`config.mk`:
```
export PLATFORM = sky130hd
export DESIGN_NAME = brp_queue
export DESIGN_NICKNAME = d
export VERILOG_FILES = /design/src/hw/rtl/brp_pkg.sv /design/src/hw/rtl/brp_queue.sv
export SDC_FILE = /design/constraint.sdc
export NUM_CORES = 1
export LEC_CHECK = 0
export BUFFER_PORTS_ARGS = -buffer_cell sky130_fd_sc_hd__buf_2
export CORE_MARGIN = 2
export CORE_UTILIZATION = 61
export DETAILED_ROUTE_END_ITERATION = 7
export MAX_ROUTING_LAYER = met4
export PLACE_DENSITY = 0.84
export RECOVER_POWER = 100
export SLEW_MARGIN = 20
export SYNTH_ARGS = -nofsm -noshare
export SYNTH_HDL_FRONTEND = slang
export SYNTH_SLANG_ARGS = --single-unit
```
`constraint.sdc`:
```
create_clock -name clk -period 3.9 [get_ports clk]
set_clock_uncertainty 0.1 [all_clocks]
set_input_delay 0.195 -clock clk [delete_from_list [all_inputs] [get_ports clk]]
set_output_delay 0.195 -clock clk [all_outputs]
set_load 0.02 [all_outputs]
```
`src/hw/rtl/brp_pkg.sv`:
```
// Shared constants, types and helper functions of the quarter-turn image rotator.
package brp_pkg;

	localparam int MAX_DIM    = 256;
	localparam int PIXEL_BITS = 24;
	localparam int PIX_BYTES  = PIXEL_BITS / 8;

	localparam int DIM_W   = $clog2(MAX_DIM);
	localparam int DIM_CW  = DIM_W + 1;
	localparam int ADDR_W  = 2 * DIM_W;
	localparam int CNT_W   = ADDR_W + 1;
	localparam int DEPTH   = MAX_DIM * MAX_DIM;
	localparam int CFG_W   = 9;

	localparam int APB_AW  = 3;
	localparam int APB_DW  = 32;
	localparam int REG_IW  = APB_AW - 2;

	localparam int QDEPTH  = 4;
	localparam int QAW     = $clog2(QDEPTH);

	localparam logic OP_LOAD = 1'b0;
	localparam logic OP_READ = 1'b1;

	localparam logic [REG_IW-1:0] REG_SRC_WIDTH  = REG_IW'(0);
	localparam logic [REG_IW-1:0] REG_SRC_HEIGHT = REG_IW'(1);

	typedef struct packed {
		logic [DIM_CW-1:0] w;
		logic [DIM_CW-1:0] h;
		logic [CNT_W-1:0]  total;
	} cfg_t;

	typedef struct packed {
		logic                  is_read;
		logic [ADDR_W-1:0]     addr;
		logic [PIXEL_BITS-1:0] pix;
		logic [1:0]            pad;
		logic                  row_end;
		logic                  image_end;
	} cmd_t;

	// A register value of zero acts as one, anything above the maximum as the maximum.
	function automatic logic [DIM_CW-1:0] eff_dim(input logic [CFG_W-1:0] v);
		logic [DIM_CW-1:0] r;
		if (v == '0) begin
			r = DIM_CW'(1);
		end else if (int'(v) > MAX_DIM) begin
			r = DIM_CW'(MAX_DIM);
		end else begin
			r = DIM_CW'(v);
		end
		return r;
	endfunction

	// Zero bytes that bring a row of n pixels up to a multiple of four bytes.
	function automatic logic [1:0] row_pad(input logic [DIM_CW-1:0] n);
		logic [DIM_CW+2:0] bytes;
		logic [DIM_CW+2:0] line;
		logic [DIM_CW+2:0] diff;
		bytes = (DIM_CW+3)'(n) * (DIM_CW+3)'(PIX_BYTES);
		line  = (bytes + (DIM_CW+3)'(3)) & ~(DIM_CW+3)'(3);
		diff  = line - bytes;
		return diff[1:0];
	endfunction

endpackage

```
`src/hw/rtl/brp_queue.sv`:
```
// Short command queue between the front end and the store back end.
module brp_queue
	import brp_pkg::*;
(
	input  logic clk,
	input  logic arst_n,
	input  logic push,
	input  cmd_t push_cmd,
	input  logic pop,
	output cmd_t head,
	output logic full,
	output logic empty
);
	cmd_t           ent_q [QDEPTH];
	logic [QAW-1:0] wr_ptr_q;
	logic [QAW-1:0] rd_ptr_q;
	logic [QAW:0]   count_q;

	assign full  = count_q == (QAW+1)'(QDEPTH);
	assign empty = count_q == '0;
	assign head  = ent_q[rd_ptr_q];

	always_ff @(posedge clk) begin
		if (push) begin
			ent_q[wr_ptr_q] <= push_cmd;
		end
	end

	always_ff @(posedge clk or negedge arst_n) begin
		if (!arst_n) begin
			wr_ptr_q <= '0;
			rd_ptr_q <= '0;
			count_q  <= '0;
		end else begin
			if (push) begin
				wr_ptr_q <= wr_ptr_q + QAW'(1);
			end
			if (pop) begin
				rd_ptr_q <= rd_ptr_q + QAW'(1);
			end
			if (push && !pop) begin
				count_q <= count_q + (QAW+1)'(1);
			end else if (pop && !push) begin
				count_q <= count_q - (QAW+1)'(1);
			end
		end
	end
endmodule

```
# After elaboration in Yosys (flattened, before gate mapping)
# Memory sizes are Yosys's and may differ from the RTL's.
# Index checks and enable logic that the tools add are counted.
# Widths: inputs -> output; s select.
word_totals:
  mem_count: 1
  ram_bits: 180
  elab_cells: 19
  regBits: 7
classes:
  n_mux: 4
  n_eq_ne: 1
  addsub: 4
  reduce_logical: 6
memory_table:
  columns: ["name", "words", "word_bits", "read_ports", "rd_clocked_by_memory_dff", "write_ports", "line_no", "source"]
  rows:
  - ["ent_q", 4, 45, 1, 0, 1, "brp_queue.sv:14", "cmd_t ent_q [QDEPTH];"]
op_table:
  columns: ["cell", "n"]
  rows:
  - ["$mux 3", 2]
  - ["$add 2x1->2 const B", 2]
  - ["$add 3x1->3 const B", 1]
  - ["$eq 3x3->1 const B", 1]
  - ["$logic_not 3->1", 1]
  - ["$sub 3x1->3 const B", 1]
  - ["$logic_and 1x1->1", 2]
  - ["$logic_not 1->1", 2]
  - ["$mux 1", 2]
  - ["$reduce_bool 2->1", 1]

# Logic depth before layout (Yosys ltp)
# Gate-level depths: netlist of run 1.
depth:
  ltp_word: 4
  mapped_depth: 7
  depth_no_buf: 7

# Worst setup path before layout of run 1
# No wires, ideal clock.
synth_path:
  path_type: "reg2reg"
  startpoint: "register wr_ptr_q[0]"
  endpoint: "memory ent_q[2][0] (netlist name), enable pin"
  required_time_ps: 3393
  stages_incl_launch_ff: 4
  path_slack_ps: 1698
  t_arrival_ps: 1696
  setup_ps: 407
  synth_period_minus_slack_ps: 2202
  cell_sequence: "dfrtp_1 inv_1 ha_1 and2_1"
synth_rtl:
  columns: ["element", "line_no", "source"]
  rows:
  - ["from (decl)", "brp_queue.sv:15", "logic [QAW-1:0] wr_ptr_q;"]
  - ["from (signal assigned)", "brp_queue.sv:36", "wr_ptr_q <= wr_ptr_q + QAW'(1);"]
  - ["to (decl)", "brp_queue.sv:14", null]
# No word-level cell before the write port.

# Worst setup path in the final report of run 1
layout_path:
  startpoint: "input push"
  endpoint: "memory ent_q[3][11] (netlist name), enable pin"
layout_via:
  elab_chain_len: 2
layout_lines:
  columns: ["element", "line_no", "source"]
  rows:
  - ["from (decl)", "brp_queue.sv:7", "input logic push,"]
  - ["$mux 1", "brp_queue.sv:24", "if (push) begin"]
  - ["$mux 1 (not written as such)", "brp_queue.sv:25", "ent_q[wr_ptr_q] <= push_cmd;"]
# No other way between the ends.

==> reports/metrics.yaml, run 1 <==
clocking:
  cts_max_level: 4
  cts_buffers: 17
  clk_latency_ns: 0.42
  cts_tree: "built"
  cts.sinks: 187
  clock-root-buffer: "clkbuf_16"
  cts_setup_buffers: 0
  clk_pin_slew_ns: 0.06
  clockBufferDepth: 2
synth:
  synth_top_cell_by_area: "edfxtp_1"
  syn_inst: 269
  ys_seq_area_frac: 0.8078
  yosys_warnings: 0
  synth_fp_nets: 324
  synth-edff-count: 180
  synth_cell_types: 20
  ys.flop_type: "edfxtp_1"
  ys_top_cells_by_area: "edfxtp_1 (78%), mux4_2 (15%), dfrtp_1 (2.5%)"
  synth_area_sq_um: 6908
  synth-seq-cells: 187
  syn-mean-instance-area_sq_um: 25.68
  synth-async-reset-ratio: 0.03743
  synth_top_area_frac: 0.7825
setup_path:
  cp_max_fo: 24
  worstPathCellList: "dlygate4sd3_1 -> clkbuf_1 -> and2_0 -> buf_4"
  rrSetupSlack_ns: 1.00
  worstSetupEndpointType: "register"
  critPathMaxStageDelay_ns: 1.44
  r2r-start: "wr_ptr_q[0]"
  r2r_cells: 3
  slowest_stage: "and2_0"
  critPathKind: "in -> reg"
  arrival_ns: 3.02
  reg2reg_to: "ent_q[3][11]"
  start_kind: "input pin"
  worstPathRequired_ns: 3.88
grt:
  grt_pass1_wl_um: 18530
  antenna_found_initial: 0
  grt_overflow_total: 0
  met1_usage: 0.2649
  use_met2: 0.3431
  grt_max_degree: 48
  met3_usage: 0.05708
  track_usage: 0.2103
  grt_pass1_vias: 3459
  grt.busiest_layer: "met2"
timing:
  finalCritPeriodShare: 0.7802
  slew_viol_final: 73
  hold_viol_final: 0
  tightest_slew_ns: 1.851
  slew_headroom: -0.2347
  setup_viol: 0
  grt_setup_unrepaired: "false"
  finalCriticalPeriod_ns: 3.043
  fin_setup_tns_ns: 0
  timing.fmax_mhz: 328.6
routing:
  avgRoutedWirePerCell_um: 20.94
  dr_total_vias: 3243
  via_per_inst: 5.630
  drc_errors: 0
  firstDrtPassIters: 4
  ant_nets: 0
  drtIter0Drc: 183
  routed_wl_um: 12060
place:
  io_buffers: 95
  gp_congestion: 0.6976
  dpl.hpwl_um: 6927
floorplanning:
  start_util: 0.6317
  fp.coreArea_sq_um: 10940
  rows: 38
  die-area_sq_um: 12190
  die_y_um: 110.4
  io_pins: 96
  fp.dieW_um: 110.4
finish:
  final_common_cell: "edfxtp_1"
  final_cell_mix: "edfxtp_1 (180), clkbuf_1 (99), dlygate4sd3_1 (48)"
  seqCellArea_sq_um: 5585
  area_growth_pct: 21.34
  nFillCells: 636
  drive_gt1_frac: 0.1835
  antennaDiodeCount: 0
  multi_input_area_sq_um: 1217
  post-route-util: 0.7665
  nets: 480
outcome:
  status: "finished, violations left"
  violations: "capacitance limit, slew limit"
power_and_ir_drop:
  leakagePower_nw: 2.713
  irDropWorstVdd_mv: 0.5349
  p_per_area_nw_per_um2: 738.4
run:
  maxCapViolations: 2
min_path:
  hp-class: "in -> async"
==> cell usage after synthesis (2+ instances only) <==
cell type / instances
and2_1: 4
mux4_2: 45
xnor2_1: 2
ha_1: 5
edfxtp_1: 180
inv_1: 4
buf_2: 5
xor2_1: 4
nand2_1: 2
buf_12: 2
dfrtp_1: 7
==> state kept, by name (all words and copies together) (netlist names) <==
register / cells
wr_ptr_q: 2
ent_q: 180
rd_ptr_q: 2
count_q: 3
==> how the worst max path moves through the flow <==
stage	start	end	slack [ns]	cells past startpoint
floorplan	wr_ptr_q[0]	ent_q[2][0]	1.70	3
global placement	rd_ptr_q[0]	head[40]	1.69	2
CTS	rd_ptr_q[0]	head[42]	1.23	2
global route	rd_ptr_q[0]	head[26]	0.61	2
finish	push	ent_q[3][11]	0.86	4
detailed placement	rd_ptr_q[0]	head[42]	1.70	2
==> layer usage <==
layer / part of all wire / up-vias
met5: 0 / -
met3: 0.039 / 13
met2: 0.54 / 97
met4: 0.0086 / 0
met1: 0.42 / 1680
li1: - / 1453
==> worst max-delay path, delay by kind of cell <==
family        cells  cell delay [ns]
simple gates      1             1.44
buf+inv           3             1.38
==> per-stage QoR <==
stage	hold WS [ns]	setup WS [ns]	cell area (sq um)	total power, mW	instances
floorplan	-0.2006	1.698	6908	4.222	269
global placement	-0.06766	1.690	7500	4.704	498
detailed placement	-0.06129	1.695	7502	4.749	498
CTS	0.02101	1.227	8514	6.342	576
global route	0.1366	0.6089	8382	6.464	576
finish	0.1248	0.8571	8382	6.189	576
==> power breakdown <==
part	internal [mW]	leakage (nW)	switching [mW]	total, mW
clock	0.872	0.257	0.685	1.56
combinational	0.710	0.723	0.933	1.64
sequential	2.64	1.73	0.348	2.99
total	4.22	2.71	1.97	6.19
==> cell families after synthesis <==
group | after synthesis | share of synthesized area
multiplexers | 46 | 0.1483
adder cells (fa/ha/maj) | 6 | 0.01195
AO/OA/AOI/OAI | 1 | 0.0007238
AND/OR/NAND/NOR | 9 | 0.007063
buffers and inverters | 14 | 0.01648
XOR/XNOR | 6 | 0.007607
flip-flops | 187 | 0.8078
==> cell type report <==
cell class	instances	area share
Sequential cell	187	0.6664
Multi-Input combinational cell	68	0.1452
Timing Repair Buffer	147	0.1023
Clock buffer	19	0.05165
Tap cell	140	0.02090
Clock inverter	11	0.01179
Inverter	4	0.001791
==> what timing repair did <==
action                     4_1_cts  5_1_grt
hold buffers                    48        0
hold endpoints to repair       190        0
resized for setup                0        0
setup endpoints to repair        0        0
Note: power is estimated with default switching activity, not from simulation.
==> inputs of run 2 (changes only) <==
--- a/config.mk
+++ b/config.mk
@@ -7,10 +7,10 @@
 export LEC_CHECK = 0
 export BUFFER_PORTS_ARGS = -buffer_cell sky130_fd_sc_hd__buf_2
 export CORE_MARGIN = 2
-export CORE_UTILIZATION = 61
+export CORE_UTILIZATION = 51
 export DETAILED_ROUTE_END_ITERATION = 7
 export MAX_ROUTING_LAYER = met4
-export PLACE_DENSITY = 0.84
+export PLACE_DENSITY = 0.75
 export RECOVER_POWER = 100
 export SLEW_MARGIN = 20
 export SYNTH_ARGS = -nofsm -noshare
==> constraint.sdc (replaced) <==
create_clock -name clk -period 2.5 [get_ports clk]
set_clock_uncertainty 0.1 [all_clocks]
set_input_delay 0.125 -clock clk [delete_from_list [all_inputs] [get_ports clk]]
set_output_delay 0.125 -clock clk [all_outputs]
set_load 0.02 [all_outputs]
==> run 2 against run 1 <==
Against the previous run:
- the flow now finishes without violations
- sequential power rose by 47%
- sequential share of layout area is 1.7 points lower
- largest power group unchanged
- register-to-register slack got worse by 0.76 ns
==> reports/metrics.yaml, run 2 (synthesis results as in run 1) <==
timing:
  fin_setup_tns_ns: 0  # unchanged
  setup_viol: 0  # unchanged
  finalCritPeriodShare: 0.9192
  slew_viol_final: 0  # was 73
  slew_headroom: 0.2589  # was -0.2347
  hold_viol_final: 0  # unchanged
  finalCriticalPeriod_ns: 2.298
  tightest_slew_ns: 1.112  # was 1.851 ns
  timing.fmax_mhz: 435.2
  grt_setup_unrepaired: "false"  # unchanged
clocking:
  clk_latency_ns: 0.42  # about the same
  cts.sinks: 187  # unchanged
  cts_max_level: 4  # unchanged
  clockBufferDepth: 2  # unchanged
  clk_pin_slew_ns: 0.07  # was 0.06 ns
  clock-root-buffer: "clkbuf_16"  # unchanged
  cts_buffers: 17  # unchanged
  cts.repair.resized: 0  # unchanged
  cts_tree: "built"  # unchanged
finish:
  post-route-util: 0.6498  # was 0.7665
  final_common_cell: "edfxtp_1"  # unchanged
  largest_register: "ent_q"  # unchanged
  area_growth_pct: 24.56  # was 21.34%
  largest_registers: "ent_q (180), count_q (3)"  # unchanged
  largest_reg_flops: 180  # unchanged
  antennaDiodeCount: 0  # unchanged
  final_cell_mix: "edfxtp_1 (180), clkbuf_1 (88), dlygate4sd3_1 (49)"  # was edfxtp_1 (180), clkbuf_1 (99), dlygate4sd3_1 (48)
  nFillCells: 924  # was 636
  drive_gt1_frac: 0.2254  # was 0.1835
  final_cells: 624  # was 576
  nets: 490  # was 480
setup_path:
  worstPathRequired_ns: 2.28  # was 3.88 ns
  arrival_ns: 2.07  # was 3.02 ns
  worstSetupEndpointType: "primary output"  # was register
  cp_max_fo: 19  # was 24
  start_kind: "register"  # was input pin
  critPathKind: "reg -> out"  # was in -> reg
floorplanning:
  fp.dieW_um: 120.4  # was 110.4 um
  fp.coreArea_sq_um: 13240  # was 10,940 sq um
  rows: 42  # was 38
  die_y_um: 120.4  # was 110.4 um
  io_pins: 96  # unchanged
  start_util: 0.5216  # was 0.6317
  die-area_sq_um: 14490  # was 12,190 sq um
power_and_ir_drop:
  leakagePower_nw: 2.827  # was 2.713 nW
  p_per_area_nw_per_um2: 1164  # was 738.4 nW/um^2
  irDropWorstVdd_mv: 0.6681  # was 0.5349 mV
routing:
  drc_errors: 0  # unchanged
  via_per_inst: 5.208  # was 5.630
  avgRoutedWirePerCell_um: 19.60  # was 20.94 um
  firstDrtPassIters: 4  # unchanged
  drtIter0Drc: 304  # was 183
  dr_total_vias: 3250  # was 3,243
  ant_nets: 0  # unchanged
  routed_wl_um: 12230  # was 12,060 um
place:
  dpl.cell_count: 542  # was 498
  dpl.hpwl_um: 7538  # was 6927 um
  gp_congestion: 0.6882  # was 0.6976
  io_buffers: 95  # unchanged
grt:
  grt_max_degree: 29  # was 48
  grt_overflow_total: 0  # unchanged
  grt_pass1_wl_um: 18950  # was 18,530 um
  antenna_found_initial: 0  # unchanged
  track_usage: 0.1860  # was 0.2103
  grt_pass1_vias: 3582  # was 3,459
run:
  maxCapViolations: 0  # was 2
min_path:
  hp-class: "in -> reg"  # was in -> async
outcome:
  status: "complete, no violations"  # was finished, violations left
-- run 2: changes by cell type in the layout (fill, tap and decap cells not counted), sizes merged --
cell / change
bufinv: +1
clkbuf: -4
clkinv: -1
inv: +4
buf: +11
dlygate4sd3: +1
-- run 2: path summary, 6_finish.rpt --
kind                            depth (start not counted)  slack, ns     endpoint        start
worst max register to register                          4       0.24  ent_q[2][3]  wr_ptr_q[0]
worst min-delay path                                    3       0.36  rd_ptr_q[0]          pop
worst max-delay path                                    3       0.20     head[44]  rd_ptr_q[1]
max in group asynchronous                               3       1.43  rd_ptr_q[0]       arst_n
min in group asynchronous                               3       0.58  wr_ptr_q[1]       arst_n
worst min register to register                          1       0.40   count_q[2]   count_q[2]
-- run 2: power breakdown --
part	switching (mW)	internal, mW	leakage, nW	total, mW
combinational	1.74	1.24	0.809	2.97
clock	1.15	1.49	0.284	2.64
sequential	0.285	4.12	1.73	4.40
total	3.17	6.85	2.83	10.0
-- run 2: what timing repair did --
item | CTS | global route
setup endpoints to repair | 0 | 18
buffers inserted | 0 | 1
hold endpoints to repair | 191 | 0
hold buffers | 49 | 0
-- run 2: area by class of cell --
cell class,count,area (sq um),area share
Timing Repair Buffer,157,980.9,0.1140
Tap cell,176,220.2,0.02559
Inverter,4,15.01,0.001745
Multi-Input combinational cell,68,1216,0.1413
Sequential cell,187,5585,0.6491
Clock buffer,17,425.4,0.04944
Clock inverter,15,161.4,0.01876
-- run 2: critical path, stage by stage, from the launching register on --
cell and delay [ns]:
dfrtp_2 0.61, clkbuf_4 0.45, mux4_2 0.39, clkbuf_1 0.19
-- run 2: per-layer routing --
metal | up-vias | track usage | routed length [um]
met2 | 104 | 0.2966 | 6321
li1 | 1469 | - | -
met5 | - | - | 0
met1 | 1675 | 0.2401 | 5220
met3 | 2 | 0.05236 | 646
met4 | 0 | 0.04942 | 40
-- run 2: metrics by stage --
step | total power, mW | setup slack (ns) | hold WS [ns] | cell area (sq um)
after floorplan | 6.587 | 0.2976 | -0.2706 | 6908
after global placement | 7.469 | 0.5174 | -0.1323 | 7642
after detailed placement | 7.546 | 0.4799 | -0.1247 | 7642
after CTS | 10.24 | 0.01232 | 0.3335 | 8720
after global routing | 10.48 | 0.07014 | 0.3617 | 8605
final | 10.01 | 0.2020 | 0.3625 | 8605
==> inputs of run 3 (changes only) <==
--- a/config.mk
+++ b/config.mk
@@ -6,7 +6,7 @@
 export NUM_CORES = 1
 export LEC_CHECK = 0
 export BUFFER_PORTS_ARGS = -buffer_cell sky130_fd_sc_hd__buf_2
-export CORE_MARGIN = 2
+export CORE_MARGIN = 3
 export CORE_UTILIZATION = 51
 export DETAILED_ROUTE_END_ITERATION = 7
 export MAX_ROUTING_LAYER = met4
==> run 3 against run 2 <==
Against the previous run:
- critical path depth unchanged
- power down 0.17%
- setup slack better by 0.063 ns
- non-clock buffer count unchanged
- first-iteration DRC count down 21%
- cell count down 0.48%
- global-route usage down 0.20 points
- combinational power up 3%
- wire length down 1.3%
- critical endpoint is now head[19]
- largest cell class unchanged
- highest routed layer unchanged
==> reports/metrics.yaml, run 3 (synthesis results as in run 1) <==
outcome:
  status: "complete, no violations"  # unchanged
clocking:
  clk_latency_ns: 0.42  # about the same
  clockBufferDepth: 2  # unchanged
  cts_buffers: 17  # unchanged
  clk_pin_slew_ns: 0.06  # was 0.07 ns
  clock-root-buffer: "clkbuf_16"  # unchanged
  cts_tree: "built"  # unchanged
  cts.sinks: 187  # unchanged
  cts_max_level: 4  # unchanged
timing:
  fin_setup_tns_ns: 0  # unchanged
  slew_headroom: 0.2864  # was 0.2589
  hold_viol_final: 0  # unchanged
  slew_viol_final: 0  # unchanged
  finalCritPeriodShare: 0.8940  # was 0.9192
  tightest_slew_ns: 1.070  # was 1.112 ns
  grt_setup_unrepaired: "false"  # unchanged
  finalCriticalPeriod_ns: 2.235  # was 2.298 ns
  timing.fmax_mhz: 447.4  # was 435.2 MHz
  setup_viol: 0  # unchanged
grt:
  antenna_found_initial: 1  # was 0
  grt_max_degree: 38  # was 29
  grt_overflow_total: 0  # unchanged
  grt_pass1_vias: 3560  # was 3,582
  track_usage: 0.1840  # was 0.1860
  grt_pass1_wl_um: 19240  # was 18,950 um
finish:
  largest_reg_flops: 180  # unchanged
  nets: 490  # unchanged
  final_common_cell: "edfxtp_1"  # unchanged
  area_growth_pct: 25.07  # was 24.56%
  largest_register: "ent_q"  # unchanged
  final_cell_mix: "edfxtp_1 (180), clkbuf_1 (93), dlygate4sd3_1 (49)"  # was edfxtp_1 (180), clkbuf_1 (88), dlygate4sd3_1 (49)
  fin_area_sq_um: 8640  # was 8605 sq um
  post-route-util: 0.6683  # was 0.6498
  nFillCells: 920  # was 924
  largest_registers: "ent_q (180), count_q (3)"  # unchanged
  final_cells: 621  # was 624
  drive_gt1_frac: 0.2076  # was 0.2254
floorplanning:
  io_pins: 96  # unchanged
  die_y_um: 122.4  # was 120.4 um
  fp.coreArea_sq_um: 12930  # was 13,240 sq um
  fp.dieW_um: 122.4  # was 120.4 um
  die-area_sq_um: 14980  # was 14,490 sq um
  start_util: 0.5344  # was 0.5216
  rows: 41  # was 42
setup_path:
  cp_max_fo: 13  # was 19
  slowest_stage: "dfrtp_4"  # was dfrtp_2
  worstSetupEndpointType: "primary output"  # unchanged
  r2r-start: "wr_ptr_q[0]"  # unchanged
  arrival_ns: 2.01  # was 2.07 ns
  critPathBufInv: 2  # unchanged
  reg2reg_to: "ent_q[2][23]"  # was ent_q[2][3]
  r2r_cells: 4  # unchanged
  rrSetupSlack_ns: 0.36  # was 0.24 ns
  cp_top_family: "flip-flops"  # was buffers and inverters
  worstPathCellList: "buf_4 -> mux4_2 -> clkbuf_1"  # was clkbuf_4 -> mux4_2 -> clkbuf_1
  start_kind: "register"  # unchanged
  critPathKind: "reg -> out"  # unchanged
  worstPathRequired_ns: 2.28  # about the same
  critPathMaxStageDelay_ns: 0.61  # about the same
power_and_ir_drop:
  p_per_area_nw_per_um2: 1157  # was 1164 nW/um^2
  leakagePower_nw: 2.808  # was 2.827 nW
  irDropWorstVdd_mv: 0.6288  # was 0.6681 mV
routing:
  dr_total_vias: 3300  # was 3,250
  drtIter0Drc: 240  # was 304
  ant_nets: 0  # unchanged
  firstDrtPassIters: 4  # unchanged
  avgRoutedWirePerCell_um: 19.44  # was 19.60 um
  via_per_inst: 5.314  # was 5.208
  drc_errors: 0  # unchanged
  routed_wl_um: 12070  # was 12,230 um
min_path:
  worstHoldPathCells: 3  # unchanged
  min_from: "pop"  # unchanged
  hold_path_end: "rd_ptr_q[0]"  # unchanged
  hp-class: "in -> reg"  # unchanged
place:
  gp_congestion: 0.7384  # was 0.6882
  placed_area_sq_um: 7675  # was 7642 sq um
  dpl.cell_count: 538  # was 542
  dpl.hpwl_um: 7395  # was 7538 um
  io_buffers: 95  # unchanged
run:
  maxCapViolations: 0  # unchanged
## run 3: how the worst max path moves through the flow
stage | from | end | cells past startpoint
3_3_place_gp | rd_ptr_q[0] | head[41] | 3
5_1_grt | rd_ptr_q[0] | head[19] | 3
2_1_floorplan | wr_ptr_q[0] | ent_q[2][0] | 3
6_report | rd_ptr_q[0] | head[19] | 3
4_1_cts | rd_ptr_q[0] | head[19] | 3
3_5_place_dp | rd_ptr_q[0] | head[19] | 3
## run 3: report_power, final
part / internal, mW / switching [mW] / leakage (nW) / total (mW)
logic: 1.28 / 1.78 / 0.808 / 3.06
registers: 4.11 / 0.256 / 1.73 / 4.37
clock network: 1.47 / 1.10 / 0.267 / 2.57
total: 6.87 / 3.13 / 2.81 / 10.0
## run 3: metal layers
layer | GRT usage | share of wire
met1 | 0.2261 | 0.41
met2 | 0.2961 | 0.53
met3 | 0.04470 | 0.049
met4 | 0.07768 | 0.014
met5 | - | 0
## run 3: repair_timing
action,CTS,global route
setup endpoints to repair,0,9
hold buffers,49,0
hold endpoints to repair,191,0
buffers inserted,0,1
gates resized for setup,0,0
## run 3: tightest hold or removal path: cells and delay by family
family | cells | cell delay [ns]
buffers and inverters | 2 | 0.66
xor gates and xnor gates | 1 | 0.07
## run 3: layout make-up
class | count | area, sq um | share of cell area
Clock buffer | 17 | 425.4 | 0.04924
Multi-Input combinational cell | 68 | 1214 | 0.1405
Clock inverter | 15 | 150.1 | 0.01738
Timing Repair Buffer | 157 | 1032 | 0.1195
Sequential cell | 187 | 5585 | 0.6465
Tap cell | 172 | 215.2 | 0.02491
Inverter | 4 | 15.01 | 0.001738
Antenna cell | 1 | 2.502 | 0.0002896
## run 3: per-stage QoR
stage	total power, mW	setup WS (ns)	hold WS [ns]
finish	9.996	0.2649	0.3744
floorplan	6.587	0.2976	-0.2706
global placement	7.519	0.5192	-0.1314
detailed placement	7.584	0.5079	-0.1198
global route	10.49	0.1371	0.3881
CTS	10.20	0.05277	0.3311
