[src/hw/rtl/brp_pkg.sv]
// Shared constants, types and helper functions of the quarter-turn image rotator.
package brp_pkg;

	localparam int MAX_DIM    = 256;
	localparam int PIXEL_BITS = 24;
	localparam int PIX_BYTES  = PIXEL_BITS / 8;

	localparam int DIM_W   = $clog2(MAX_DIM);
	localparam int DIM_CW  = DIM_W + 1;
	localparam int ADDR_W  = 2 * DIM_W;
	localparam int CNT_W   = ADDR_W + 1;
	localparam int DEPTH   = MAX_DIM * MAX_DIM;
	localparam int CFG_W   = 9;

	localparam int APB_AW  = 3;
	localparam int APB_DW  = 32;
	localparam int REG_IW  = APB_AW - 2;

	localparam int QDEPTH  = 4;
	localparam int QAW     = $clog2(QDEPTH);

	localparam logic OP_LOAD = 1'b0;
	localparam logic OP_READ = 1'b1;

	localparam logic [REG_IW-1:0] REG_SRC_WIDTH  = REG_IW'(0);
	localparam logic [REG_IW-1:0] REG_SRC_HEIGHT = REG_IW'(1);

	typedef struct packed {
		logic [DIM_CW-1:0] w;
		logic [DIM_CW-1:0] h;
		logic [CNT_W-1:0]  total;
	} cfg_t;

	typedef struct packed {
		logic                  is_read;
		logic [ADDR_W-1:0]     addr;
		logic [PIXEL_BITS-1:0] pix;
		logic [1:0]            pad;
		logic                  row_end;
		logic                  image_end;
	} cmd_t;

	// A register value of zero acts as one, anything above the maximum as the maximum.
	function automatic logic [DIM_CW-1:0] eff_dim(input logic [CFG_W-1:0] v);
		logic [DIM_CW-1:0] r;
		if (v == '0) begin
			r = DIM_CW'(1);
		end else if (int'(v) > MAX_DIM) begin
			r = DIM_CW'(MAX_DIM);
		end else begin
			r = DIM_CW'(v);
		end
		return r;
	endfunction

	// Zero bytes that bring a row of n pixels up to a multiple of four bytes.
	function automatic logic [1:0] row_pad(input logic [DIM_CW-1:0] n);
		logic [DIM_CW+2:0] bytes;
		logic [DIM_CW+2:0] line;
		logic [DIM_CW+2:0] diff;
		bytes = (DIM_CW+3)'(n) * (DIM_CW+3)'(PIX_BYTES);
		line  = (bytes + (DIM_CW+3)'(3)) & ~(DIM_CW+3)'(3);
		diff  = line - bytes;
		return diff[1:0];
	endfunction

endpackage

[src/hw/rtl/brp_in_if.sv]
// Input channel: one load or read-request word per handshake.
interface brp_in_if;
	logic       valid;
	logic       ready;
	logic       opcode;
	logic [7:0] pixel_blue;
	logic [7:0] pixel_green;
	logic [7:0] pixel_red;

	modport source (output valid, opcode, pixel_blue, pixel_green, pixel_red, input ready);
	modport sink (input valid, opcode, pixel_blue, pixel_green, pixel_red, output ready);
endinterface

[src/hw/rtl/brp_front.sv]
// Front end: accepts words, tracks load and readout position, issues store commands.
module brp_front
	import brp_pkg::*;
(
	input  logic        clk,
	input  logic        arst_n,
	brp_in_if.sink      item,
	input  cfg_t        cfg,
	input  logic        q_full,
	output logic        push,
	output cmd_t        push_cmd
);
	logic [CNT_W-1:0]  load_cnt_q;
	logic [DIM_W-1:0]  out_row_q;
	logic [DIM_W-1:0]  out_col_q;

	logic              take;
	logic              full;
	logic              outside;
	logic              rend;
	logic              iend;
	logic [CNT_W-1:0]  prod;
	logic [DIM_CW-1:0] col_off;
	logic [CNT_W-1:0]  rd_addr;

	assign item.ready = !q_full;
	assign take       = item.valid && !q_full;

	assign full    = load_cnt_q >= cfg.total;
	assign outside = ({1'b0, out_row_q} >= cfg.w) || ({1'b0, out_col_q} >= cfg.h);
	assign rend    = {1'b0, out_col_q} == (cfg.h - DIM_CW'(1));
	assign iend    = rend && ({1'b0, out_row_q} == (cfg.w - DIM_CW'(1)));

	// Source index of the rotated pixel: column times width plus mirrored row.
	assign prod    = CNT_W'(out_col_q) * CNT_W'(cfg.w);
	assign col_off = cfg.w - DIM_CW'(1) - {1'b0, out_row_q};
	assign rd_addr = prod + CNT_W'(col_off);

	always_comb begin
		push              = 1'b0;
		push_cmd.is_read  = item.opcode;
		push_cmd.pix      = {item.pixel_red, item.pixel_green, item.pixel_blue};
		push_cmd.pad      = rend ? row_pad(cfg.h) : 2'd0;
		push_cmd.row_end  = rend;
		push_cmd.image_end = iend;
		push_cmd.addr     = (item.opcode == OP_READ) ? rd_addr[ADDR_W-1:0]
			: load_cnt_q[ADDR_W-1:0];
		if (take) begin
			if (item.opcode == OP_LOAD) begin
				push = !full;
			end else begin
				push = full && !outside;
			end
		end
	end

	always_ff @(posedge clk or negedge arst_n) begin
		if (!arst_n) begin
			load_cnt_q <= '0;
			out_row_q  <= '0;
			out_col_q  <= '0;
		end else if (take) begin
			if (item.opcode == OP_LOAD) begin
				if (!full) begin
					load_cnt_q <= load_cnt_q + CNT_W'(1);
				end
			end else if (full) begin
				if (outside || iend) begin
					load_cnt_q <= '0;
					out_row_q  <= '0;
					out_col_q  <= '0;
				end else if (rend) begin
					out_col_q <= '0;
					out_row_q <= out_row_q + DIM_W'(1);
				end else begin
					out_col_q <= out_col_q + DIM_W'(1);
				end
			end
		end
	end
endmodule

[src/flat_wrapper.sv]
// flat-port wrapper written by rule: the top's interface ports become plain ports
module brp_front_flat import brp_pkg::*;
  (clk, arst_n, cfg, q_full, push, push_cmd, item_valid, item_opcode, item_pixel_blue, item_pixel_green, item_pixel_red, item_ready);
  brp_in_if item_i ();
  input  logic clk;
  input  logic arst_n;
  input  cfg_t cfg;
  input  logic q_full;
  output logic push;
  output cmd_t push_cmd;
  input wire logic [$bits(item_i.valid)-1:0] item_valid;
  input wire logic [$bits(item_i.opcode)-1:0] item_opcode;
  input wire logic [$bits(item_i.pixel_blue)-1:0] item_pixel_blue;
  input wire logic [$bits(item_i.pixel_green)-1:0] item_pixel_green;
  input wire logic [$bits(item_i.pixel_red)-1:0] item_pixel_red;
  output wire logic [$bits(item_i.ready)-1:0] item_ready;
  assign item_i.valid = item_valid;
  assign item_i.opcode = item_opcode;
  assign item_i.pixel_blue = item_pixel_blue;
  assign item_i.pixel_green = item_pixel_green;
  assign item_i.pixel_red = item_pixel_red;
  assign item_ready = item_i.ready;
  brp_front u_core (.clk(clk), .arst_n(arst_n), .item(item_i), .cfg(cfg), .q_full(q_full), .push(push), .push_cmd(push_cmd));
endmodule
[config.mk]
export PLATFORM = sky130hd
export DESIGN_NAME = brp_front_flat
export DESIGN_NICKNAME = d
export VERILOG_FILES = /design/src/hw/rtl/brp_pkg.sv /design/src/hw/rtl/brp_in_if.sv /design/src/hw/rtl/brp_front.sv /design/src/flat_wrapper.sv
export SDC_FILE = /design/constraint.sdc
export NUM_CORES = 1
export LEC_CHECK = 0
export BUFFER_PORTS_ARGS = -buffer_cell sky130_fd_sc_hd__buf_4
export CELL_PAD_IN_SITES_DETAIL_PLACEMENT = 2
export CELL_PAD_IN_SITES_GLOBAL_PLACEMENT = 2
export CORE_AREA = 2 2 158 160
export CTS_CLUSTER_DIAMETER = 40
export DETAILED_ROUTE_END_ITERATION = 12
export DIE_AREA = 0 0 160 162
export PLACE_DENSITY_LB_ADDON = 0.15
export SYNTH_ARGS = -nofsm -noshare
export SYNTH_HDL_FRONTEND = slang
export SYNTH_SLANG_ARGS = --single-unit
[constraint.sdc]
create_clock -name clk -period 12.05 [get_ports clk]
set_input_delay 2.41 -clock clk [delete_from_list [all_inputs] [get_ports clk]]
set_output_delay 2.41 -clock clk [all_outputs]
set_load 0.02 [all_outputs]
Yosys cells after proc, flatten, opt, wreduce, memory -nomap -nowiden
Index checks and enable logic that the tools add are counted.
- register bits after elaboration: 33
- input port bits: 64
- output and inout port bits: 47
- eq/ne operators: 5
- multiplexer cells: 12
- add/subtract/negate cells: 8
- reductions and logical operators: 12
- multipliers: 2
- order comparisons: 3
- operator list (kind ; count):
    2-to-1 mux 17 bit ; 4
    2-to-1 mux 8 bit ; 4
    == test 8 x 9 -> 1 bit ; 2
    >= comparator 8 x 9 -> 1 bit ; 2
    subtractor 9 x 1 -> 9 bit (second input constant) ; 2
    adder 17 x 1 -> 17 bit (second input constant) ; 1
    >= comparator 17 bit ; 1
    adder 16 x 9 -> 16 bit ; 1
    adder 8 x 1 -> 8 bit (second input constant) ; 2
    multiplier 8 x 9 -> 16 bit ; 1
    2-to-1 mux 16 bit ; 1
    multiplier 9 x 2 -> 2 bit (second input constant) ; 1
    subtractor 9 x 8 -> 9 bit ; 1
    AND reduction 4 bit ; 2
    != test 2 bit (second input constant) ; 2
    logical AND 1 bit ; 3
    zero test 1 bit ; 3
    AND reduction 3 bit ; 1
    logical OR 1 bit ; 2
    2-to-1 mux 1 bit ; 2
    2-to-1 mux 2 bit ; 1
    != test 2 x 1 -> 1 bit (second input constant) ; 1
    nonzero test 2 bit ; 1
    subtractor 1 x 2 -> 2 bit (first input constant) ; 1

Longest topological paths before layout
Gate-level depths: netlist of run 1.
- depth after elaboration: 7
- mapped depth: 25
- gate-level depth less buffers: 25

Least setup slack after synthesis of run 1
Ideal clock, no wire load.
- kind: input port to output port
- start point: input port cfg[26] in the netlist's numbering
- end point: output port push_cmd[43] in the netlist's numbering
- arrival: 7.671 ns
- slack: 1.969 ns
- stages: 25
- cell sequence: inv_1 > ha_1 > xor2_1 > ha_1 > inv_1 > o21ai_0 > a21o_1 > a21oi_1 > o21ai_0 > xnor2_1 > fa_1 > fa_1 > inv_1 > fa_1 > inv_1 > fa_1 > inv_1 > ha_1 > o21a_1 > o31a_1 > o211ai_1 > a21oi_1 > o31ai_1 > xnor2_1 > mux2i_1
- RTL lines (what ; line ; source):
    start: declaration ; flat_wrapper.sv:7 ; input cfg_t cfg;
    end: declaration ; flat_wrapper.sv:10 ; output cmd_t push_cmd;

==> results of run 1 <==
## state kept, by name, summed over array words and instances, names as in the netlist
name / flops
u_core.load_cnt_q: 17
u_core.out_col_q: 8
u_core.out_row_q: 8
## synth_stat cells (3+ instances only)
cell type	n
and2_1	12
ha_1	81
nand2_1	87
fa_1	51
nand2b_1	7
and3_1	9
a21o_1	9
mux2i_1	4
buf_4	28
o22ai_1	5
nor4_1	3
a21oi_1	23
a211o_1	3
clkbuf_1	19
nand3b_1	4
nor2b_1	6
inv_1	121
a211oi_1	4
nor2_1	70
and4_1	3
mux2_2	6
nor3_1	12
nand4_1	19
dfrtp_1	33
nor3_2	3
xor2_1	10
nand3_1	23
o21ai_0	17
xnor2_1	41
o211ai_1	11
o31ai_1	5
a31oi_1	10
## path summary, 6_finish.rpt
check | start | endpoint | slack, ns
max | cfg[26] | push_cmd[42] | 1.31
min | u_core.out_row_q[7]$_DFFE_PN0P_ | u_core.out_row_q[7]$_DFFE_PN0P_ | 0.55
max reg2reg | u_core.out_col_q[0]$_DFFE_PN0P_ | u_core.load_cnt_q[7]$_DFFE_PN0P_ | 8.58
min reg2reg | u_core.out_row_q[7]$_DFFE_PN0P_ | u_core.out_row_q[7]$_DFFE_PN0P_ | 0.55
max in group asynchronous | arst_n | u_core.load_cnt_q[15]$_DFFE_PN0P_ | 9.58
min in group asynchronous | arst_n | u_core.out_row_q[2]$_DFFE_PN0P_ | 2.10
## cell type report
class | instances | share of cell area
inverter | 123 | 0.06615
clock buffer | 7 | 0.02187
multi-input combinational | 571 | 0.6660
sequential | 33 | 0.1183
timing repair buffer | 64 | 0.06884
tap | 324 | 0.05809
clock inverter | 1 | 0.0007171
## logic make-up after synthesis
group,synth area share
AND/OR/NAND/NOR,0.2180
buffers and inverters,0.1225
flip-flops,0.1324
XOR/XNOR,0.07160
adder cells (fa/ha/maj),0.3261
AO/OA/AOI/OAI,0.1121
multiplexers,0.01725
## per-stage QoR
stage	hold WS, ns	util	instances
after floorplan	0.4805	-	777
after global placement	0.5087	0.2830	1115
after detailed placement	0.5398	0.2830	1115
after CTS	0.5489	0.2895	1123
after global routing	0.5734	0.2895	1123
final	0.5525	0.2895	1123
## metal layers
| layer | vias to the layer above | track usage | wire length (um) |
|---|---|---|---|
| met4 | 0 | 0.04095 | 422 |
| met2 | 76 | 0.3205 | 10950 |
| met3 | 22 | 0.02426 | 543 |
| li1 | 2593 | - | - |
| met5 | - | 0 | 0 |
| met1 | 2712 | 0.2048 | 9022 |
## power by group through the flow
stage          registers [mW]  clock network, mW  logic [mW]
5_1_grt                 0.133              0.150       0.532
6_report                0.131              0.140       0.467
3_3_place_gp            0.134                  0       0.464
4_1_cts                 0.132              0.145       0.480
2_1_floorplan           0.128                  0       0.334
3_5_place_dp            0.134                  0       0.474
## cells in the final DEF, fill, tap and decap left out, types with 3 or more instances in the layout
cell type,synthesis,layout
a211o_1,3,3
a211oi_1,4,4
a21o_1,9,9
a21oi_1,23,23
a31oi_1,10,10
and2_1,12,12
and3_1,9,9
and4_1,3,3
buf_4,28,64
clkbuf_16,0,5
dfrtp_1,33,33
fa_1,51,51
ha_1,81,81
inv_1,121,121
mux2_2,6,6
mux2i_1,4,4
nand2_1,87,87
nand2b_1,7,7
nand3_1,23,23
nand3b_1,4,4
nand4_1,19,19
nor2_1,70,70
nor2b_1,6,6
nor3_1,12,12
nor3_2,3,3
nor4_1,3,3
o211ai_1,11,11
o21ai_0,17,17
o22ai_1,5,5
o31ai_1,5,5
xnor2_1,41,41
xor2_1,10,10
==> impl_metrics.toml, run 1 <==
[outcome]
status = "finished clean"

[timing]
setup_viol = 0
rsz0062_at_grt = "false"
skew_ns = 0.003702
drv_slew = 0
slew-limit-headroom = 0.5031
timing_hold_violations_final = 0
period_share = 0.8913
timing.fmax_mhz = 93.10
tightest_slew_ns = 0.7454
setup_tns_ns = 0
worst_slack_ns = 1.309
finalCriticalPeriod_ns = 10.74

[placement]
portBuffers = 62
place_area_mm2 = 0.006822
dpl.hpwl_um = 17750
gp_congestion = 0.8530
dp_worst_setup_slack_ns = 1.283

[pwr]
switching_share = 0.4483
ir_drop_v = 0.00005544
power.net_switching_uw = 330.8
p_per_area_mw_per_mm2 = 105.7
p_int_uw = 407.0
p_comb_frac = 0.633
clkPwrFrac = 0.189
power_uw = 737.8
p_leak_nw = 3.388
seqPwrFrac = 0.178

[cts]
clk_path_buf_depth = 2
cts-root-buf = "clkbuf_16"
post_cts_buffers = 0
ctsResizeCount = 0
cts_max_level = 2
cts_tree = "done"
clk_pin_slew_ns = 0.06
cts_hold_buf = 0
clock_sinks = 33
cts_buffers = 5
clk_latency_ns = 0.28

[worst_setup_path]
critical-path-slowest-cell = "fa_1"
worst-path-stages = 24
cpLargestDelayFamily = "adder cells"
crit_chain = "buf_4 > inv_1 > ha_1 > nor3b_2 > nand2_1 > xnor2_1 > ha_1 > nor2b_1 > o21ai_0 > o21ai_0 > nor2_1 > xnor2_1 > fa_1 > fa_1 > fa_1 > fa_1 > inv_1 > ha_1 > o21ai_0 > o311a_1 > a21oi_1 > a21oi_1 > o211ai_1 > buf_4"
reg2reg_depth = 10
crit_fanout = 8
path_buf_inv = 4
cp_common_cell = "fa_1"
startpoint_type = "input port"
worstPathArrival_ns = 8.33
worst-setup-path-type = "in2out"
required_ns = 9.64
cpPeakStageDelay_ns = 0.55
crit_path_end_kind = "output pin"

[final_layout]
drive_gt1_frac = 0.1164
regArea_um2 = 825.8
syn_to_final_growth_pct = 11.87
fin_nets = 994
multiInputGateArea_mm2 = 0.004648
fillCellCount = 2825
diodes = 0
fin_area_mm2 = 0.006979

[route]
first_pass_iters = 4
via_count = 5403
via_per_inst = 4.811
wl_per_cell_um = 18.65
drc = 0
detail-route-antenna-nets = 0
drt_iter0_markers = 131
drt_wl_total_um = 20940

[job]
drv_cap = 0

[floorplan]
die_y_um = 162
die-area_mm2 = 0.02592
ioPinCount = 111
start_util = 0.2588
core_mm2 = 0.02411
die_w_um = 160
num_rows = 57

[global_route]
grt_pass1_vias = 6392
antenna_found_initial = 0
grt_max_degree = 34
grtUsageTotal = 0.1705
grt_pass1_wl_um = 35110
grt-ovfl-total = 0

[synthesis]
seq_area_frac_synth = 0.1324
ys_top_cells_by_area = "fa_1 (16%), ha_1 (16%), dfrtp_1 (13%), inv_1 (7.3%), xnor2_1 (5.8%)"
synth_cell_type_count = 64
yosysTopAreaCell = "fa_1"
yosysWarnings = 0
ys.flop_type = "dfrtp_1"
netlist_area_mm2 = 0.006238
synth-edff-count = 0
netlist_instances = 777
syn_area_per_cell_um2 = 8.029
yosysTopAreaCellShare = 0.1637
synthArstFlopShare = 1.000
syn_nets = 973
ys_ff_latch = 33

[worst_hold_path]
hp-class = "reg2reg"
hold_path_depth = 1
(Power assumes the default switching activity.)
==> run 2: changes to the inputs <==
Settings changed: CELL_PAD_IN_SITES_DETAIL_PLACEMENT 2 to default, CELL_PAD_IN_SITES_GLOBAL_PLACEMENT 2 to default, SLEW_MARGIN from default to 20.
Clock period 12.05 ns to 10.2 ns, I/O delays scaled along.
==> run 2 against run 1 <==
  * Clock power up 7%
  * Final cell count unchanged
  * Global-route usage down 2.5 points
  * Critical path type unchanged
  * Critical endpoint is now push_cmd[43]
==> impl_metrics.toml, run 2 (synthesized netlist as in run 1, its figures left out) <==
[floorplan]
core_mm2 = 0.02411
die-area_mm2 = 0.02592
num_rows = 57
die_y_um = 162
ioPinCount = 111
start_util = 0.2588
die_w_um = 160

[pwr]
p_leak_nw = 3.374
p_per_area_mw_per_mm2 = 123.0
switching_share = 0.4524
p_int_uw = 470.2
ir_drop_v = 0.00007555
power_uw = 858.6
p_comb_frac = 0.643
power.net_switching_uw = 388.4
seqPwrFrac = 0.183
clkPwrFrac = 0.174

[final_layout]
fin_nets = 994
largest_register_ffs = 17
syn_to_final_growth_pct = 11.89
reg.largest.list = "u_core.load_cnt_q: 17 flops, u_core.out_col_q: 8 flops, u_core.out_row_q: 8 flops"
fin_area_mm2 = 0.006980
mostFrequentLayoutCell = "inv_1"
final_cell_mix = "inv_1 (120), nand2_1 (87), ha_1 (81)"
drive_gt1_frac = 0.1176
diodes = 0
top_register = "u_core.load_cnt_q"
final_core_util = 0.2896

[timing]
setup_viol = 0
finalCriticalPeriod_ns = 9.844
drv_slew = 0
period_share = 0.9651
tightest_slew_ns = 0.6992
skew_ns = 0.005782
timing.fmax_mhz = 101.6
rsz0062_at_grt = "false"
slew-limit-headroom = 0.5339
setup_tns_ns = 0
timing_hold_violations_final = 0

[route]
drt_iter0_markers = 166
drc = 0
drt_wl_total_um = 18200
via_per_inst = 4.654
wl_per_cell_um = 16.21
detail-route-antenna-nets = 0
first_pass_iters = 5
via_count = 5227

[worst_hold_path]
hp-class = "reg2reg"

[worst_setup_path]
cpPeakStageDelay_ns = 0.54
crit_fanout = 8
worstPathArrival_ns = 7.80
startpoint_type = "input port"
critical-path-slowest-cell = "fa_1"
cpLargestDelayFamily = "adder cells"
path_buf_inv = 7
worst-setup-path-type = "in2out"
crit_path_end_kind = "output pin"
required_ns = 8.16

[cts]
clock_sinks = 33
clk_latency_ns = 0.29
ctsResizeCount = 0
post_cts_buffers = 0
cts_max_level = 2
clk_path_buf_depth = 2
cts_hold_buf = 0
cts-root-buf = "clkbuf_16"
cts_buffers = 5
clk_pin_slew_ns = 0.05
cts_tree = "done"

[global_route]
grt_util_met1 = 0.2031
grt_pass1_wl_um = 29680
grt_pass1_vias = 5258
grtUsageTotal = 0.1457
grt-ovfl-total = 0
grt_max_degree = 34
antenna_found_initial = 0
use_met3 = 0.01788
grt_busiest_layer = "met2"
met2_usage = 0.2365

[placement]
portBuffers = 62
gp_congestion = 0.8610
place_area_mm2 = 0.006822
dpl.hpwl_um = 15270

[job]
drv_cap = 0

[outcome]
status = "finished clean"
==> run 2: path summary, 6_finish.rpt <==
| check | from | endpoint | slack [ns] | cells past startpoint |
|---|---|---|---|---|
| max | cfg[26] | push_cmd[43] | 0.36 | 27 |
| min | u_core.out_row_q[7]$_DFFE_PN0P_ | u_core.out_row_q[7]$_DFFE_PN0P_ | 0.54 | 1 |
| max reg2reg | u_core.out_col_q[0]$_DFFE_PN0P_ | u_core.out_row_q[0]$_DFFE_PN0P_ | 6.93 | 7 |
| min reg2reg | u_core.out_row_q[7]$_DFFE_PN0P_ | u_core.out_row_q[7]$_DFFE_PN0P_ | 0.54 | 1 |
| max in group asynchronous | arst_n | u_core.load_cnt_q[12]$_DFFE_PN0P_ | 8.13 | 1 |
| min in group asynchronous | arst_n | u_core.out_col_q[6]$_DFFE_PN0P_ | 1.71 | 1 |
==> run 2: final cells by class <==
type	count	area (um2)
multi-input combinational	571	4667
timing repair buffer	64	480.5
tap	324	405.4
clock buffer	8	136.4
sequential	33	825.8
inverter	123	465.4
fill	2685	17130
==> run 2: per-layer routing <==
metal  part of all wire  routed length (um)
met5                  0                   0
met3              0.034                 616
met2               0.46                8318
met4              0.026                 470
met1               0.48                8793
==> run 2: stage by stage <==
| stage | instances | setup slack (ns) | hold slack (ns) |
|---|---|---|---|
| after global routing | 1123 | 0.001859 | 0.5736 |
| after global placement | 1115 | 0.3647 | 0.5436 |
| after CTS | 1123 | 0.3028 | 0.5460 |
| after detailed placement | 1115 | 0.3384 | 0.5388 |
| final | 1123 | 0.3558 | 0.5439 |
| after floorplan | 777 | 0.8586 | 0.4805 |
==> run 2: power groups by stage <==
stage | Sequential [mW] | Combinational, mW | Clock, mW
finish | 0.157 | 0.552 | 0.150
global route | 0.159 | 0.622 | 0.160
CTS | 0.158 | 0.555 | 0.156
detailed placement | 0.160 | 0.549 | 0
global placement | 0.160 | 0.556 | 0
floorplan | 0.152 | 0.394 | 0
==> run 3: changes to the inputs <==
Settings changed: CORE_AREA 2 2 158 160 to 2 2 110 112, DIE_AREA 0 0 160 162 to 0 0 112 114, REMOVE_ABC_BUFFERS from default to 1, SKIP_LAST_GASP from default to 1.
==> run 3 against run 2 <==
  * Register-to-register slack about the same
  * Combinational power decreased by 3%
  * Core utilization grew 29 points
  * Critical path type unchanged
  * Design area decreased by 3.4%
  * Largest power group unchanged
  * Total power down 1.7%
==> impl_metrics.toml, run 3 (synthesized netlist as in run 1, its figures left out) <==
[global_route]
grt_pass1_vias = 5521
grt-ovfl-total = 0
antenna_found_initial = 0
grt_pass1_wl_um = 27500
grt_max_degree = 34
grtUsageTotal = 0.2700

[cts]
cts_buffers = 5
cts_max_level = 2
clock_sinks = 33
cts_tree = "done"
clk_latency_ns = 0.29
ctsResizeCount = 0
post_cts_buffers = 0
cts_hold_buf = 0
clk_path_buf_depth = 2
cts-root-buf = "clkbuf_16"
clk_pin_slew_ns = 0.05

[floorplan]
start_util = 0.5327
die_w_um = 112
ioPinCount = 111
die_y_um = 114
num_rows = 40
die-area_mm2 = 0.01277
core_mm2 = 0.01171

[worst_setup_path]
worstPathArrival_ns = 7.74
setup.worst_path.start = "cfg[26]"
startpoint_type = "input port"
crit_fanout = 8
r2r_start = "u_core.out_col_q[0]$_DFFE_PN0P_"
crit_path_end_kind = "output pin"
r2r_slack_ns = 6.92
required_ns = 8.16
worst-setup-path-type = "in2out"

[placement]
dp_worst_setup_slack_ns = 0.3794
gp_congestion = 0.9959
portBuffers = 62
dpl.hpwl_um = 13440

[worst_hold_path]
hold_start = "u_core.out_row_q[7]$_DFFE_PN0P_"
hp-class = "reg2reg"

[final_layout]
multiInputGateArea_mm2 = 0.004658
regArea_um2 = 825.8
largest_register_ffs = 17
fillCellCount = 1090
reg.largest.list = "u_core.load_cnt_q: 17 flops, u_core.out_col_q: 8 flops, u_core.out_row_q: 8 flops"
top_register = "u_core.load_cnt_q"
diodes = 0
fin_nets = 993
syn_to_final_growth_pct = 8.123
final_cell_mix = "inv_1 (121), nand2_1 (87), ha_1 (81)"
mostFrequentLayoutCell = "inv_1"
drive_gt1_frac = 0.1142

[pwr]
p_per_area_mw_per_mm2 = 125.1
p_leak_nw = 3.376
seqPwrFrac = 0.182
switching_share = 0.4403
p_int_uw = 472.2
ir_drop_v = 0.00009987
p_comb_frac = 0.634
power.net_switching_uw = 371.5
clkPwrFrac = 0.184

[timing]
finalCriticalPeriod_ns = 9.778
tightest_slew_ns = 0.7281
setup_tns_ns = 0
slew-limit-headroom = 0.5120
period_share = 0.9586
setup_viol = 0
whs_ns = 0.5757
skew_ns = 0.003528
timing.fmax_mhz = 102.3
worst_slack_ns = 0.4220
drv_slew = 0
timing_hold_violations_final = 0
rsz0062_at_grt = "false"

[outcome]
status = "finished clean"

[route]
drc = 0
first_pass_iters = 5
via_per_inst = 5.738
wl_per_cell_um = 17.42
detail-route-antenna-nets = 0
drt_iter0_markers = 377
drt_wl_total_um = 16450
via_count = 5417

[job]
drv_cap = 0
## run 3: changes by cell type in the layout (fill, tap and decap cells not counted), sizes merged
cell      change
clkinvlp      -1
inv           +1
buf           -1
clkbuf        -1
## run 3: area by class of cell
| class | instances | area share |
|---|---|---|
| Inverter | 123 | 0.06845 |
| Multi-Input combinational cell | 571 | 0.6906 |
| Sequential cell | 33 | 0.1224 |
| Clock buffer | 7 | 0.02115 |
| Tap cell | 147 | 0.02727 |
| Timing Repair Buffer | 63 | 0.07012 |
## run 3: final timing paths
path | endpoint | depth (start not counted)
max reg2reg | u_core.out_row_q[0]$_DFFE_PN0P_ | 7
max | push_cmd[41] | 27
max in group asynchronous | u_core.out_col_q[7]$_DFFE_PN0P_ | 1
min | u_core.out_row_q[7]$_DFFE_PN0P_ | 1
min in group asynchronous | u_core.load_cnt_q[1]$_DFFE_PN0P_ | 1
min reg2reg | u_core.out_row_q[7]$_DFFE_PN0P_ | 1
## run 3: critical path, stage by stage
cell and delay [ns]:
buf_4 0.15, inv_1 0.16, ha_1 0.26, inv_1 0.10, ha_1 0.25, a21oi_1 0.15, o21ai_1 0.10, a21o_1 0.18
a21oi_1 0.20, o21ai_0 0.15, xnor2_1 0.20, fa_1 0.47, fa_1 0.51, inv_1 0.05, fa_1 0.48, inv_1 0.06
fa_1 0.53, inv_1 0.05, ha_1 0.33, o21a_1 0.12, o31a_1 0.12, o211ai_1 0.21, a21oi_1 0.12, nor3_1 0.22
xnor2_1 0.11, mux2_2 0.27, buf_4 0.16
## run 3: power groups by stage
stage,combinational [mW],sequential (mW),clock (mW)
2_1_floorplan,0.376,0.152,0
3_3_place_gp,0.520,0.156,0
3_5_place_dp,0.531,0.155,0
4_1_cts,0.537,0.153,0.156
5_1_grt,0.605,0.155,0.160
6_report,0.535,0.153,0.155
## run 3: per-stage QoR
stage | std cells | power (mW) | utilization | cell area, um2
floorplan | 727 | 0.5277 | - | 5936
global route | 944 | 0.9209 | 0.5760 | 6745
finish | 944 | 0.8437 | 0.5760 | 6745
global placement | 937 | 0.6752 | 0.5629 | 6593
CTS | 944 | 0.8461 | 0.5751 | 6735
detailed placement | 937 | 0.6869 | 0.5629 | 6593
## run 3: per-layer routing
layer / global-route usage / share of wire / vias up
met1: 0.3548 / 0.44 / 2572
li1: - / - / 2592
met2: 0.4485 / 0.47 / 218
met4: 0.08455 / 0.025 / 0
met3: 0.05632 / 0.068 / 35
met5: 0.01961 / 0 / -
